[config.mk]
export PLATFORM = sky130hd
export DESIGN_NAME = triangle_primitive_assembly_top
export DESIGN_NICKNAME = d
export VERILOG_FILES = /design/src/tpa_pkg.sv /design/src/tpa_fifo.sv /design/src/tpa_front.sv /design/src/tpa_back.sv /design/src/triangle_primitive_assembly_top.sv
export SDC_FILE = /design/constraint.sdc
export NUM_CORES = 1
export LEC_CHECK = 0
export BUFFER_PORTS_ARGS = -buffer_cell sky130_fd_sc_hd__buf_4
export CORE_MARGIN = 2
export CORE_UTILIZATION = 45
export CTS_BUF_LIST = sky130_fd_sc_hd__clkbuf_2
export DETAILED_ROUTE_END_ITERATION = 8
export PLACE_DENSITY = 0.6
export SETUP_SLACK_MARGIN = 0.1
export SLEW_MARGIN = 20
export SYNTH_ARGS = -nofsm -noshare
export SYNTH_HDL_FRONTEND = slang
export SYNTH_SLANG_ARGS = --single-unit
[constraint.sdc]
create_clock -name clk -period 17.75 [get_ports clk]
set_input_delay 1.775 -clock clk [delete_from_list [all_inputs] [get_ports clk]]
set_output_delay 1.775 -clock clk [all_outputs]
set_load 0.01 [all_outputs]
[src/tpa_pkg.sv]
package tpa_pkg;

	// topology codes (glTF primitive mode)
	localparam logic [2:0] MODE_LIST  = 3'd4;
	localparam logic [2:0] MODE_STRIP = 3'd5;
	localparam logic [2:0] MODE_FAN   = 3'd6;

	// configuration register indexes
	localparam logic [1:0] CFG_TOPOLOGY_MODE = 2'd0;
	localparam logic [1:0] CFG_WINDING_FLIP  = 2'd1;
	localparam logic [1:0] CFG_VTX_LIMIT     = 2'd2;
	localparam logic [1:0] CFG_VERTEX_BASE   = 2'd3;

	localparam int CORNER_BITS = 32;

	typedef struct packed {
		logic [2:0]             mode;
		logic                   flip;
		logic [CORNER_BITS-1:0] count;
		logic [CORNER_BITS-1:0] base;
	} tpa_cfg_t;

	typedef struct packed {
		logic                   err;
		logic [CORNER_BITS-1:0] a;
		logic [CORNER_BITS-1:0] b;
		logic [CORNER_BITS-1:0] c;
	} tpa_result_t;

endpackage

[src/tpa_fifo.sv]
module tpa_fifo #(
	parameter int WIDTH = 8,
	parameter int DEPTH = 4
) (
	input  logic             clk,
	input  logic             arst_n,
	input  logic             wr_en,
	input  logic [WIDTH-1:0] wr_data,
	output logic             full,
	input  logic             rd_en,
	output logic [WIDTH-1:0] rd_data,
	output logic             empty
);
	localparam int PW = (DEPTH > 1) ? $clog2(DEPTH) : 1;
	localparam int CW = $clog2(DEPTH + 1);

	logic [WIDTH-1:0] mem_q [DEPTH];
	logic [PW-1:0]    wr_ptr_q, rd_ptr_q;
	logic [CW-1:0]    count_q;
	logic             do_wr, do_rd;

	assign full    = (count_q == CW'(DEPTH));
	assign empty   = (count_q == '0);
	assign do_wr   = wr_en && !full;
	assign do_rd   = rd_en && !empty;
	assign rd_data = mem_q[rd_ptr_q];

	// DEPTH is a power of two, pointers wrap naturally
	always_ff @(posedge clk) begin
		if (do_wr) begin
			mem_q[wr_ptr_q] <= wr_data;
		end
	end

	always_ff @(posedge clk or negedge arst_n) begin
		if (!arst_n) begin
			wr_ptr_q <= '0;
			rd_ptr_q <= '0;
			count_q  <= '0;
		end else begin
			if (do_wr) begin
				wr_ptr_q <= wr_ptr_q + PW'(1);
			end
			if (do_rd) begin
				rd_ptr_q <= rd_ptr_q + PW'(1);
			end
			if (do_wr && !do_rd) begin
				count_q <= count_q + CW'(1);
			end else if (do_rd && !do_wr) begin
				count_q <= count_q - CW'(1);
			end
		end
	end

endmodule

[src/tpa_front.sv]
module tpa_front #(
	parameter int INDEX_BITS = 32
) (
	input  logic                    clk,
	input  logic                    arst_n,
	input  tpa_pkg::tpa_cfg_t       cfg,
	input  logic                    in_acc,
	input  logic [INDEX_BITS-1:0]   idx,
	input  logic                    first,
	output logic                    req_push,
	output logic [3*INDEX_BITS:0]   req_data
);
	import tpa_pkg::*;

	logic [1:0]            seen_q, seen_e, seen_n;
	logic [1:0]            phase_q, phase_e, phase_n;
	logic                  parity_q, parity_e, parity_n;
	logic                  err_q, err_e, err_n;
	logic [INDEX_BITS-1:0] anchor_q, anchor_e, anchor_n;
	logic [INDEX_BITS-1:0] older_q, older_e, older_n;
	logic [INDEX_BITS-1:0] newer_q, newer_e, newer_n;
	logic                  emit, rec_err;
	logic [INDEX_BITS-1:0] ra, rb, rc;

	always_comb begin
		// start of primitive wipes the assembly state first
		seen_e   = first ? '0 : seen_q;
		phase_e  = first ? '0 : phase_q;
		parity_e = first ? 1'b0 : parity_q;
		err_e    = first ? 1'b0 : err_q;
		anchor_e = first ? '0 : anchor_q;
		older_e  = first ? '0 : older_q;
		newer_e  = first ? '0 : newer_q;

		seen_n   = seen_e;
		phase_n  = phase_e;
		parity_n = parity_e;
		err_n    = err_e;
		anchor_n = anchor_e;
		older_n  = older_e;
		newer_n  = newer_e;
		emit     = 1'b0;
		rec_err  = 1'b0;
		ra       = '0;
		rb       = '0;
		rc       = '0;

		if ((cfg.mode inside {MODE_LIST, MODE_STRIP, MODE_FAN}) && !err_e) begin
			if (CORNER_BITS'(idx) >= cfg.count) begin
				err_n   = 1'b1;
				emit    = 1'b1;
				rec_err = 1'b1;
			end else begin
				case (cfg.mode)
					MODE_LIST: begin
						if (phase_e == 2'd0) begin
							older_n = idx;
							phase_n = 2'd1;
						end else if (phase_e == 2'd1) begin
							newer_n = idx;
							phase_n = 2'd2;
						end else begin
							phase_n = 2'd0;
							emit    = 1'b1;
							ra      = older_e;
							rb      = newer_e;
							rc      = idx;
						end
					end
					MODE_STRIP: begin
						if (seen_e == 2'd0) begin
							older_n = idx;
							seen_n  = 2'd1;
						end else if (seen_e == 2'd1) begin
							newer_n = idx;
							seen_n  = 2'd2;
						end else begin
							// odd strip triangles swap the first two corners
							emit     = 1'b1;
							ra       = parity_e ? newer_e : older_e;
							rb       = parity_e ? older_e : newer_e;
							rc       = idx;
							parity_n = !parity_e;
							older_n  = newer_e;
							newer_n  = idx;
						end
					end
					default: begin
						// fan
						if (seen_e == 2'd0) begin
							anchor_n = idx;
							seen_n   = 2'd1;
						end else if (seen_e == 2'd1) begin
							newer_n = idx;
							seen_n  = 2'd2;
						end else begin
							emit    = 1'b1;
							ra      = anchor_e;
							rb      = newer_e;
							rc      = idx;
							older_n = newer_e;
							newer_n = idx;
						end
					end
				endcase
			end
		end
	end

	assign req_push = in_acc && emit;
	assign req_data = {rec_err, ra, rb, rc};

	always_ff @(posedge clk or negedge arst_n) begin
		if (!arst_n) begin
			seen_q   <= '0;
			phase_q  <= '0;
			parity_q <= 1'b0;
			err_q    <= 1'b0;
			anchor_q <= '0;
			older_q  <= '0;
			newer_q  <= '0;
		end else if (in_acc) begin
			seen_q   <= seen_n;
			phase_q  <= phase_n;
			parity_q <= parity_n;
			err_q    <= err_n;
			anchor_q <= anchor_n;
			older_q  <= older_n;
			newer_q  <= newer_n;
		end
	end

endmodule

[src/tpa_back.sv]
module tpa_back #(
	parameter int INDEX_BITS = 32
) (
	input  tpa_pkg::tpa_cfg_t     cfg,
	input  logic                  req_empty,
	input  logic [3*INDEX_BITS:0] req_data,
	output logic                  req_pop,
	input  logic                  res_full,
	output logic                  res_push,
	output tpa_pkg::tpa_result_t  res_data
);
	import tpa_pkg::*;

	logic                  r_err, degen;
	logic [INDEX_BITS-1:0] r_a, r_b, r_c, fb, fc;

	assign {r_err, r_a, r_b, r_c} = req_data;

	// winding flip swaps the second and third corner
	assign fb    = cfg.flip ? r_c : r_b;
	assign fc    = cfg.flip ? r_b : r_c;
	assign degen = (r_a == fb) || (fb == fc) || (fc == r_a);

	// degenerate requests are consumed without a result
	assign req_pop  = !req_empty && !res_full;
	assign res_push = req_pop && (r_err || !degen);

	always_comb begin
		res_data.err = r_err;
		if (r_err) begin
			res_data.a = '0;
			res_data.b = '0;
			res_data.c = '0;
		end else begin
			res_data.a = CORNER_BITS'(r_a) + cfg.base;
			res_data.b = CORNER_BITS'(fb) + cfg.base;
			res_data.c = CORNER_BITS'(fc) + cfg.base;
		end
	end

endmodule

[src/triangle_primitive_assembly_top.sv]
// Triangle primitive assembly. Vertex indices come in through a queue-style
// port (push/full) and triangles leave through another (empty/pop). The
// topology follows glTF: 4 list, 5 strip (odd triangles swap the first two
// corners), 6 fan (anchored on the first index); any other mode produces
// nothing. first_of_primitive restarts assembly and clears the error mark.
// An index at or above the vertex limit register gives one result with
// index_error set and zero corners, then the block stays silent until the
// next primitive.
// Triangles with two equal corners are dropped; vertex_base is added to
// every corner modulo 2^32. Only the low INDEX_BITS bits of an index count.
// Throughput is one index per clock while full is low; the front assembly
// step and the back flip/degenerate-check/base-add step are combinational.
// A finished triangle passes through the request queue and then the result
// queue before it shows on the result ports. A 4-deep queue sits between
// front and back, a 2-deep queue holds finished results, so either side may
// stall without blocking the other until the queues fill. Configuration
// writes (cfg_valid, index, data) are always taken (cfg_ready is tied high)
// and must only happen while the block is idle.
module triangle_primitive_assembly_top #(
	parameter int INDEX_BITS = 32
) (
	input  logic        clk,
	input  logic        arst_n,
	// index input queue
	input  logic        push,
	output logic        full,
	input  logic [31:0] index_value,
	input  logic        first_of_primitive,
	// result queue
	output logic        empty,
	input  logic        pop,
	output logic [31:0] corner_a,
	output logic [31:0] corner_b,
	output logic [31:0] corner_c,
	output logic        index_error,
	// configuration write channel
	input  logic        cfg_valid,
	output logic        cfg_ready,
	input  logic [1:0]  cfg_index,
	input  logic [31:0] cfg_data
);
	import tpa_pkg::*;

	localparam int REQ_BITS = 3 * INDEX_BITS + 1;
	localparam int REQ_DEPTH = 4;
	localparam int RES_DEPTH = 2;

	tpa_cfg_t              cfg_q;
	logic                  in_acc;
	logic                  req_push, req_full, req_empty, req_pop;
	logic [REQ_BITS-1:0]   req_wdata, req_rdata;
	logic                  res_push, res_full;
	tpa_result_t           res_wdata, res_rdata;

	// configuration registers
	assign cfg_ready = 1'b1;

	always_ff @(posedge clk or negedge arst_n) begin
		if (!arst_n) begin
			cfg_q.mode  <= MODE_LIST;
			cfg_q.flip  <= 1'b0;
			cfg_q.count <= '0;
			cfg_q.base  <= '0;
		end else if (cfg_valid && cfg_ready) begin
			case (cfg_index)
				CFG_TOPOLOGY_MODE: cfg_q.mode  <= cfg_data[2:0];
				CFG_WINDING_FLIP:  cfg_q.flip  <= cfg_data[0];
				CFG_VTX_LIMIT:     cfg_q.count <= cfg_data;
				CFG_VERTEX_BASE:   cfg_q.base  <= cfg_data;
				default: ;
			endcase
		end
	end

	// front accepts whenever the request queue has room
	assign full   = req_full;
	assign in_acc = push && !req_full;

	tpa_front #(.INDEX_BITS(INDEX_BITS)) u_front (
		.clk      (clk),
		.arst_n   (arst_n),
		.cfg      (cfg_q),
		.in_acc   (in_acc),
		.idx      (index_value[INDEX_BITS-1:0]),
		.first    (first_of_primitive),
		.req_push (req_push),
		.req_data (req_wdata)
	);

	tpa_fifo #(.WIDTH(REQ_BITS), .DEPTH(REQ_DEPTH)) u_req_q (
		.clk     (clk),
		.arst_n  (arst_n),
		.wr_en   (req_push),
		.wr_data (req_wdata),
		.full    (req_full),
		.rd_en   (req_pop),
		.rd_data (req_rdata),
		.empty   (req_empty)
	);

	tpa_back #(.INDEX_BITS(INDEX_BITS)) u_back (
		.cfg       (cfg_q),
		.req_empty (req_empty),
		.req_data  (req_rdata),
		.req_pop   (req_pop),
		.res_full  (res_full),
		.res_push  (res_push),
		.res_data  (res_wdata)
	);

	tpa_fifo #(.WIDTH($bits(tpa_result_t)), .DEPTH(RES_DEPTH)) u_res_q (
		.clk     (clk),
		.arst_n  (arst_n),
		.wr_en   (res_push),
		.wr_data (res_wdata),
		.full    (res_full),
		.rd_en   (pop),
		.rd_data (res_rdata),
		.empty   (empty)
	);

	assign corner_a    = res_rdata.a;
	assign corner_b    = res_rdata.b;
	assign corner_c    = res_rdata.c;
	assign index_error = res_rdata.err;

endmodule

* After elaboration in Yosys (flattened, before gate mapping)
Memory sizes are Yosys's and may differ from the RTL's.
Index checks and enable logic that the tools add are counted.
** Word-level totals
- Memories kept :: 2
- Output and inout bits :: 100
- Bits in writable memories :: 582
- Bits of input ports :: 72
- Register bits after elaboration :: 181
** Operators by class
- Magnitude comparators :: 1
- Mux-type cells :: 88
- Add/subtract/negate cells :: 11
- Reductions and logical operators :: 40
- Eq/ne operators :: 13
** Memory list
- u_req_q.mem_q :: words 4, bits a word 97, rd ports 1, clocked after Yosys merged registers in 0, wr ports 1, line tpa_fifo.sv:17 : logic [WIDTH-1:0] mem_q [DEPTH];
- u_res_q.mem_q :: words 2, bits a word 97, rd ports 1, clocked after Yosys merged registers in 0, wr ports 1, line tpa_fifo.sv:17
** Operators by type and width (number)
- $mux W32 :: 46
- $pmux W32 S2 :: 3
- $add A32 B32 Y32 :: 3
- $eq A32 B32 Y1 :: 3
- $mux W96 :: 1
- $ge A32 B32 Y1 :: 1
- $mux W2 :: 14
- $mux W1 :: 22
- $logic_and A1 B1 Y1 :: 13
- $eq A3 B3 Y1 const B :: 4
- $logic_not A1 Y1 :: 11
- $logic_not A2 Y1 :: 4
- $reduce_and A2 Y1 :: 4
- $add A2 B1 Y2 const B :: 3
- $eq A2 B1 Y1 const B :: 3
- $eq A2 B2 Y1 const B :: 3
- $mux W3 :: 2
- $reduce_bool A2 Y1 :: 2
- $add A3 B1 Y3 const B :: 1
- $logic_not A3 Y1 :: 1
- $logic_or A1 B1 Y1 :: 3
- $reduce_bool A3 Y1 :: 1
- $sub A3 B1 Y3 const B :: 1
- $add A1 B1 Y1 const B :: 2
- 2 further kinds :: 2

* Longest topological paths before layout
- Depth after elaboration :: 13
- Gate-level depth with buffers :: 18
- Mapped depth without buffers :: 16

* By module
Synthesis repeated with hierarchy kept, for this count alone.
** Unflattened totals
- Cell total of the unflattened synthesis :: 2750
- Area, all modules :: 38117.8 um^2
** Modules (own cells, without submodules)
- tpa_fifo at u_req_q :: area each 14387.5 um^2, cells each 543, instances 1
- tpa_back :: area each 7282.0 um^2, cells each 1038, instances 1
- tpa_fifo at u_res_q :: area each 7269.5 um^2, cells each 321, instances 1
- tpa_front :: area each 6612.6 um^2, cells each 699, instances 1
- triangle_primitive_assembly_top :: area each 2566.2 um^2, cells each 149, instances 1

* Least setup slack after synthesis
Ideal clock, no wire load.
- Path type :: reg-to-reg
- Start point :: register cfg_q[64] (netlist bit)
- End point :: memory u_res_q.mem_q[0][0] (netlist bit) (enable)
- Clock period less this slack :: 7044 ps
- Arrival time :: 6490 ps
- Data required time :: 17196 ps
- Cell stages (with the launch flop) :: 12
- Setup slack :: 10706 ps
- Cells stage by stage :: dfrtp_1 -> clkbuf_1 -> buf_2 -> buf_1 -> mux4_2 -> mux2_2 -> xor2_1 -> nand4b_1 -> nor3_1 -> o31ai_1 -> nand2_1 -> nor2_1
** On the way
- Word-level cells in the longest chain between the ends :: 10
** RTL lines
- from (decl) :: line triangle_primitive_assembly_top.sv:48 : tpa_cfg_t cfg_q;
- $mux W32, on equally long branches :: line tpa_back.sv:20, tpa_back.sv:21
- $eq A32 B32 Y1 :: line tpa_back.sv:22 : assign degen = (r_a == fb) || (fb == fc) || (fc == r_a);
- $logic_or A1 B1 Y1 :: line tpa_back.sv:22
- $logic_or A1 B1 Y1 (*) :: line tpa_back.sv:22
- $logic_not A1 Y1 (*) :: line tpa_back.sv:26 : assign res_push = req_pop && (r_err || !degen);
- $logic_or A1 B1 Y1 (*) :: line tpa_back.sv:26
- $logic_and A1 B1 Y1 (*) :: line tpa_back.sv:26
- $logic_and A1 B1 Y1 (*) :: line tpa_fifo.sv:24 : assign do_wr = wr_en && !full;
- $mux W1 (*) :: line tpa_fifo.sv:30 : if (do_wr) begin
- $mux W1 (implied by the code) (*) :: line tpa_fifo.sv:31 : mem_q[wr_ptr_q] <= wr_data;
- to (decl) :: line tpa_fifo.sv:17
Mark *: on every way between the ends. The rest lies on a longest branch, timed or not.

* Worst setup path after layout
- Start point :: register u_req_q.rd_ptr_q[0]
- End point :: memory u_res_q.mem_q[0][0] (netlist bit) (enable)
** On the way
- Word-level cells in the longest chain between the ends :: 11
** RTL lines
- from (decl) :: line tpa_fifo.sv:18 : logic [PW-1:0] wr_ptr_q, rd_ptr_q;
- from (signal assigned) :: line tpa_fifo.sv:45 : rd_ptr_q <= rd_ptr_q + PW'(1);
- $mem_v2 Z4 W97 (*)
- $mux W32, on equally long branches :: line tpa_back.sv:20, tpa_back.sv:21
- $eq A32 B32 Y1 :: line tpa_back.sv:22
- $logic_or A1 B1 Y1 (2 in a row) :: line tpa_back.sv:22
- $logic_not A1 Y1 :: line tpa_back.sv:26
- $logic_or A1 B1 Y1 (*) :: line tpa_back.sv:26
- $logic_and A1 B1 Y1 (*) :: line tpa_back.sv:26
- $logic_and A1 B1 Y1 (*) :: line tpa_fifo.sv:24
- $mux W1 (*) :: line tpa_fifo.sv:30
- $mux W1 (implied by the code) (*) :: line tpa_fifo.sv:31
Marks and branches as above.

==> results.txt <==
status: finished, final reports clean
Pleak: 18.2 nW
HP Class: in -> async
chip width: 309 um
Int Pwr: 0.00464 W
CTS Sinks: 763
vias in the first global route: 28800
Post-Syn Area per Cell: 12.9 um2
Mapped Cells: 3248
clock skew: 0.145 ns
flip-flop and latch area: 22000 um2
1st-iter DRT viols: 3104
wirelength, routed: 125000 um
area grow syn2layout: 10.4%
mapped cell area: 41900 um2
CP max FO: 73
Synth async-reset ratio: 23.7%
Post-synth EDFFs: 582
Tcrit/Tclk final: 37.2%
Fillers: 7975
Worst-path clk slew: 0.12 ns
placed cells: 4522
CTS tree: built
Setup crit start kind: flop
input/output buffers: 170
Pwr Density: 173 nW/um2
Comb power frac: 49.2%
Die ar.: 95700 um2
Setup Fix Bufs, Post-CTS: 0
maximum clock rate: 0.151 GHz
slew margin rel.: 26.1%
post-route setup TNS: 0 ns
Seq pwr share: 35.1%
cts repair resizes: 0
Critical Path Sink Type: flop
Clk Latency, worst-skew pair: 1.52 ns
most frequent cells in the layout: 582 x edfxtp_1, 262 x clkbuf_2, 260 x mux2_2, 235 x nand2_1, 208 x buf_4
clock power share: 15.7%
Psw: 0.00335 W
Detailed Routing Iterations Pass 1: 8
DR vias/cell: 5.98
Synthesis Warnings: 0
Starting Density: 45.5%
Critical Path AT: 7.62 ns
sequential cell area fraction in the yosys report: 52.5%
Final ANT Viol Nets: 0
most common cell after layout, fill and taps aside: edfxtp_1
largest net degree at the start of global routing: 74
non-filler cells, final: 4886
core area: 92100 um2
RSZ-0062 raised after global routing: false
routed length per instance: 25.5 um
Die Y-Extent: 309 um
via count: 29200
Max clock buf depth: 3
final setup fails: 0
DP Area: 44400 um2
multi-input logic area: 18800 um2
Period minus WS final: 6.61 ns
Ports: 172
total CTS buffers: 197
Slew Limit Fails: 0
Mapped Nets: 3458
worst vdd ir: 0.0000869 V
Tot GR Track Use: 26.0%
final core utilization: 50.3%
clock root cell: clkbuf_2
switching part of the total power: 41.9%
#FFs+latches synth: 763
Worst Setup SP: u_req_q.rd_ptr_q[0]
final instance area: 46300 um2
H-Tree Level Count: 4
first-pass GRT wire length: 185000 um
Setup CP Type: reg -> reg
Hold Fails Final Rpt: 0
layout cell share with drive strength beyond 1: 26.1%
GPL Wtd Cong: 0.999
Congestion Overflow GR: 0
initial antenna violation count: 4
critical path data required time: 18.76 ns
num rows: 111
Remaining DRCs: 0
max-cap violations: 0
ys flop type: edfxtp_1
# hold bufs at CTS: 0
synth unique cells: 74
HPWL Detailed: 87800 um
NumNets Final: 3688
Worst-Margin Slew: 1.11 ns
Worst R2R Start: u_req_q.rd_ptr_q[0]
==> cells by family (layout without fill, tap and decap cells) <==
| group | after synthesis | after routing | share of synthesized area (%) |
|---|---|---|---|
| XOR/XNOR | 252 | 252 | 5.26 |
| adder cells (fa/ha/maj) | 138 | 138 | 4.19 |
| flip-flops | 763 | 763 | 52.5 |
| AND/OR/NAND/NOR | 701 | 701 | 7.69 |
| AO/OA/AOI/OAI | 519 | 519 | 8.66 |
| buffers and inverters | 288 | 678 | 2.87 |
| multiplexers | 586 | 586 | 18.8 |
| other | 1 | 6 | 0.00894 |
==> state kept, by name, summed over array words and instances, names as in the netlist <==
register / flops
u_req_q.rd_ptr_q: 2
u_res_q.count_q: 2
u_res_q.rd_ptr_q: 1
u_front.err_q: 1
u_front.parity_q: 1
u_front.anchor_q: 32
cfg_q: 68
u_req_q.mem_q: 388
u_front.newer_q: 32
u_res_q.mem_q: 194
u_front.phase_q: 2
u_req_q.count_q: 3
u_req_q.wr_ptr_q: 2
u_front.seen_q: 2
u_res_q.wr_ptr_q: 1
u_front.older_q: 32
==> final timing paths <==
check / depth (start not counted) / endpoint / slack, ns
max in group asynchronous: 2 / u_req_q.rd_ptr_q[1] / 15.98
worst max register to register: 11 / u_res_q.mem_q[0][0] / 11.14
worst max-delay path: 11 / u_res_q.mem_q[0][0] / 11.14
min in group clk: 2 / cfg_q[27] / 0.51
worst min register to register: 1 / cfg_q[40] / 0.52
worst min-delay path: 1 / u_front.newer_q[23] / 0.28
==> power groups by stage <==
stage                     clock [W]  sequential (W)  combinational, W
final                       0.00125         0.00281           0.00393
after global routing        0.00138         0.00285           0.00424
after CTS                   0.00129         0.00281           0.00391
after detailed placement          0         0.00284           0.00389
after global placement            0         0.00282           0.00384
after floorplan                   0         0.00270           0.00272
==> Yosys cell counts, drive strengths merged, types with 8 or more instances <==
cell | instances | area share [%]
xnor2 | 121 | 2.5
o21ai | 94 | 1.1
nor3b | 8 | 0.14
edfxtp | 582 | 42
mux2i | 189 | 4.5
o211ai | 37 | 0.66
xor2 | 131 | 2.7
a211oi | 11 | 0.21
a31oi | 12 | 0.18
nor2b | 11 | 0.16
inv | 109 | 0.98
dfrtp | 180 | 11
a21oi | 95 | 1.1
a21o | 71 | 1.3
clkbuf | 116 | 1.0
o21a | 12 | 0.21
nand4 | 28 | 0.42
nand2b | 17 | 0.25
a22oi | 65 | 1.2
o21bai | 9 | 0.16
mux2 | 260 | 7.0
nand2 | 238 | 2.1
nor3 | 92 | 1.1
ha | 134 | 4.0
a222oi | 32 | 0.76
nand3 | 20 | 0.24
nor2 | 196 | 1.8
buf | 62 | 0.85
o31ai | 10 | 0.18
a32oi | 31 | 0.65
and3 | 18 | 0.27
nor4 | 27 | 0.47
mux4 | 137 | 7.4
and2 | 20 | 0.30
==> final cells by class <==
type                       count  share of cell area (%)
inverter                     110                   0.892
clock buffer                 262                    2.83
antenna                        5                  0.0270
tap                         1243                    3.36
sequential                   763                    47.6
clock inverter                97                    1.26
timing repair buffer         209                    3.40
multi-input combinational   2197                    40.7
==> per-layer routing <==
layer | GRT usage (%) | part of all wire [%] | vias up
met5 | 0 | 0 | -
met4 | 8.68 | 2.7 | 0
met3 | 5.94 | 8.9 | 177
met2 | 39.0 | 44 | 1404
met1 | 37.5 | 44 | 14600
li1 | - | - | 13000
==> per-stage QoR <==
step / hold slack (ns) / power (W) / worst slack, ns
final: 0.279 / 0.00799 / 11.14
after global placement: 0.472 / 0.00667 / 11.19
after floorplan: 0.451 / 0.00542 / 10.71
after CTS: 0.174 / 0.00801 / 11.03
after detailed placement: 0.497 / 0.00674 / 11.21
after global routing: 0.213 / 0.00848 / 10.76
==> critical path: stages, from the launching register on <==
cell	delay, ns
dfrtp_4	0.88
buf_4	0.59
buf_4	0.69
mux4_2	0.68
xnor2_1	0.40
nor4_1	0.12
nand4_1	0.13
nor3_1	0.07
o31ai_1	0.55
nand2_1	0.26
nor2_4	0.66
buf_4	0.85
(Power assumes the default switching activity.)
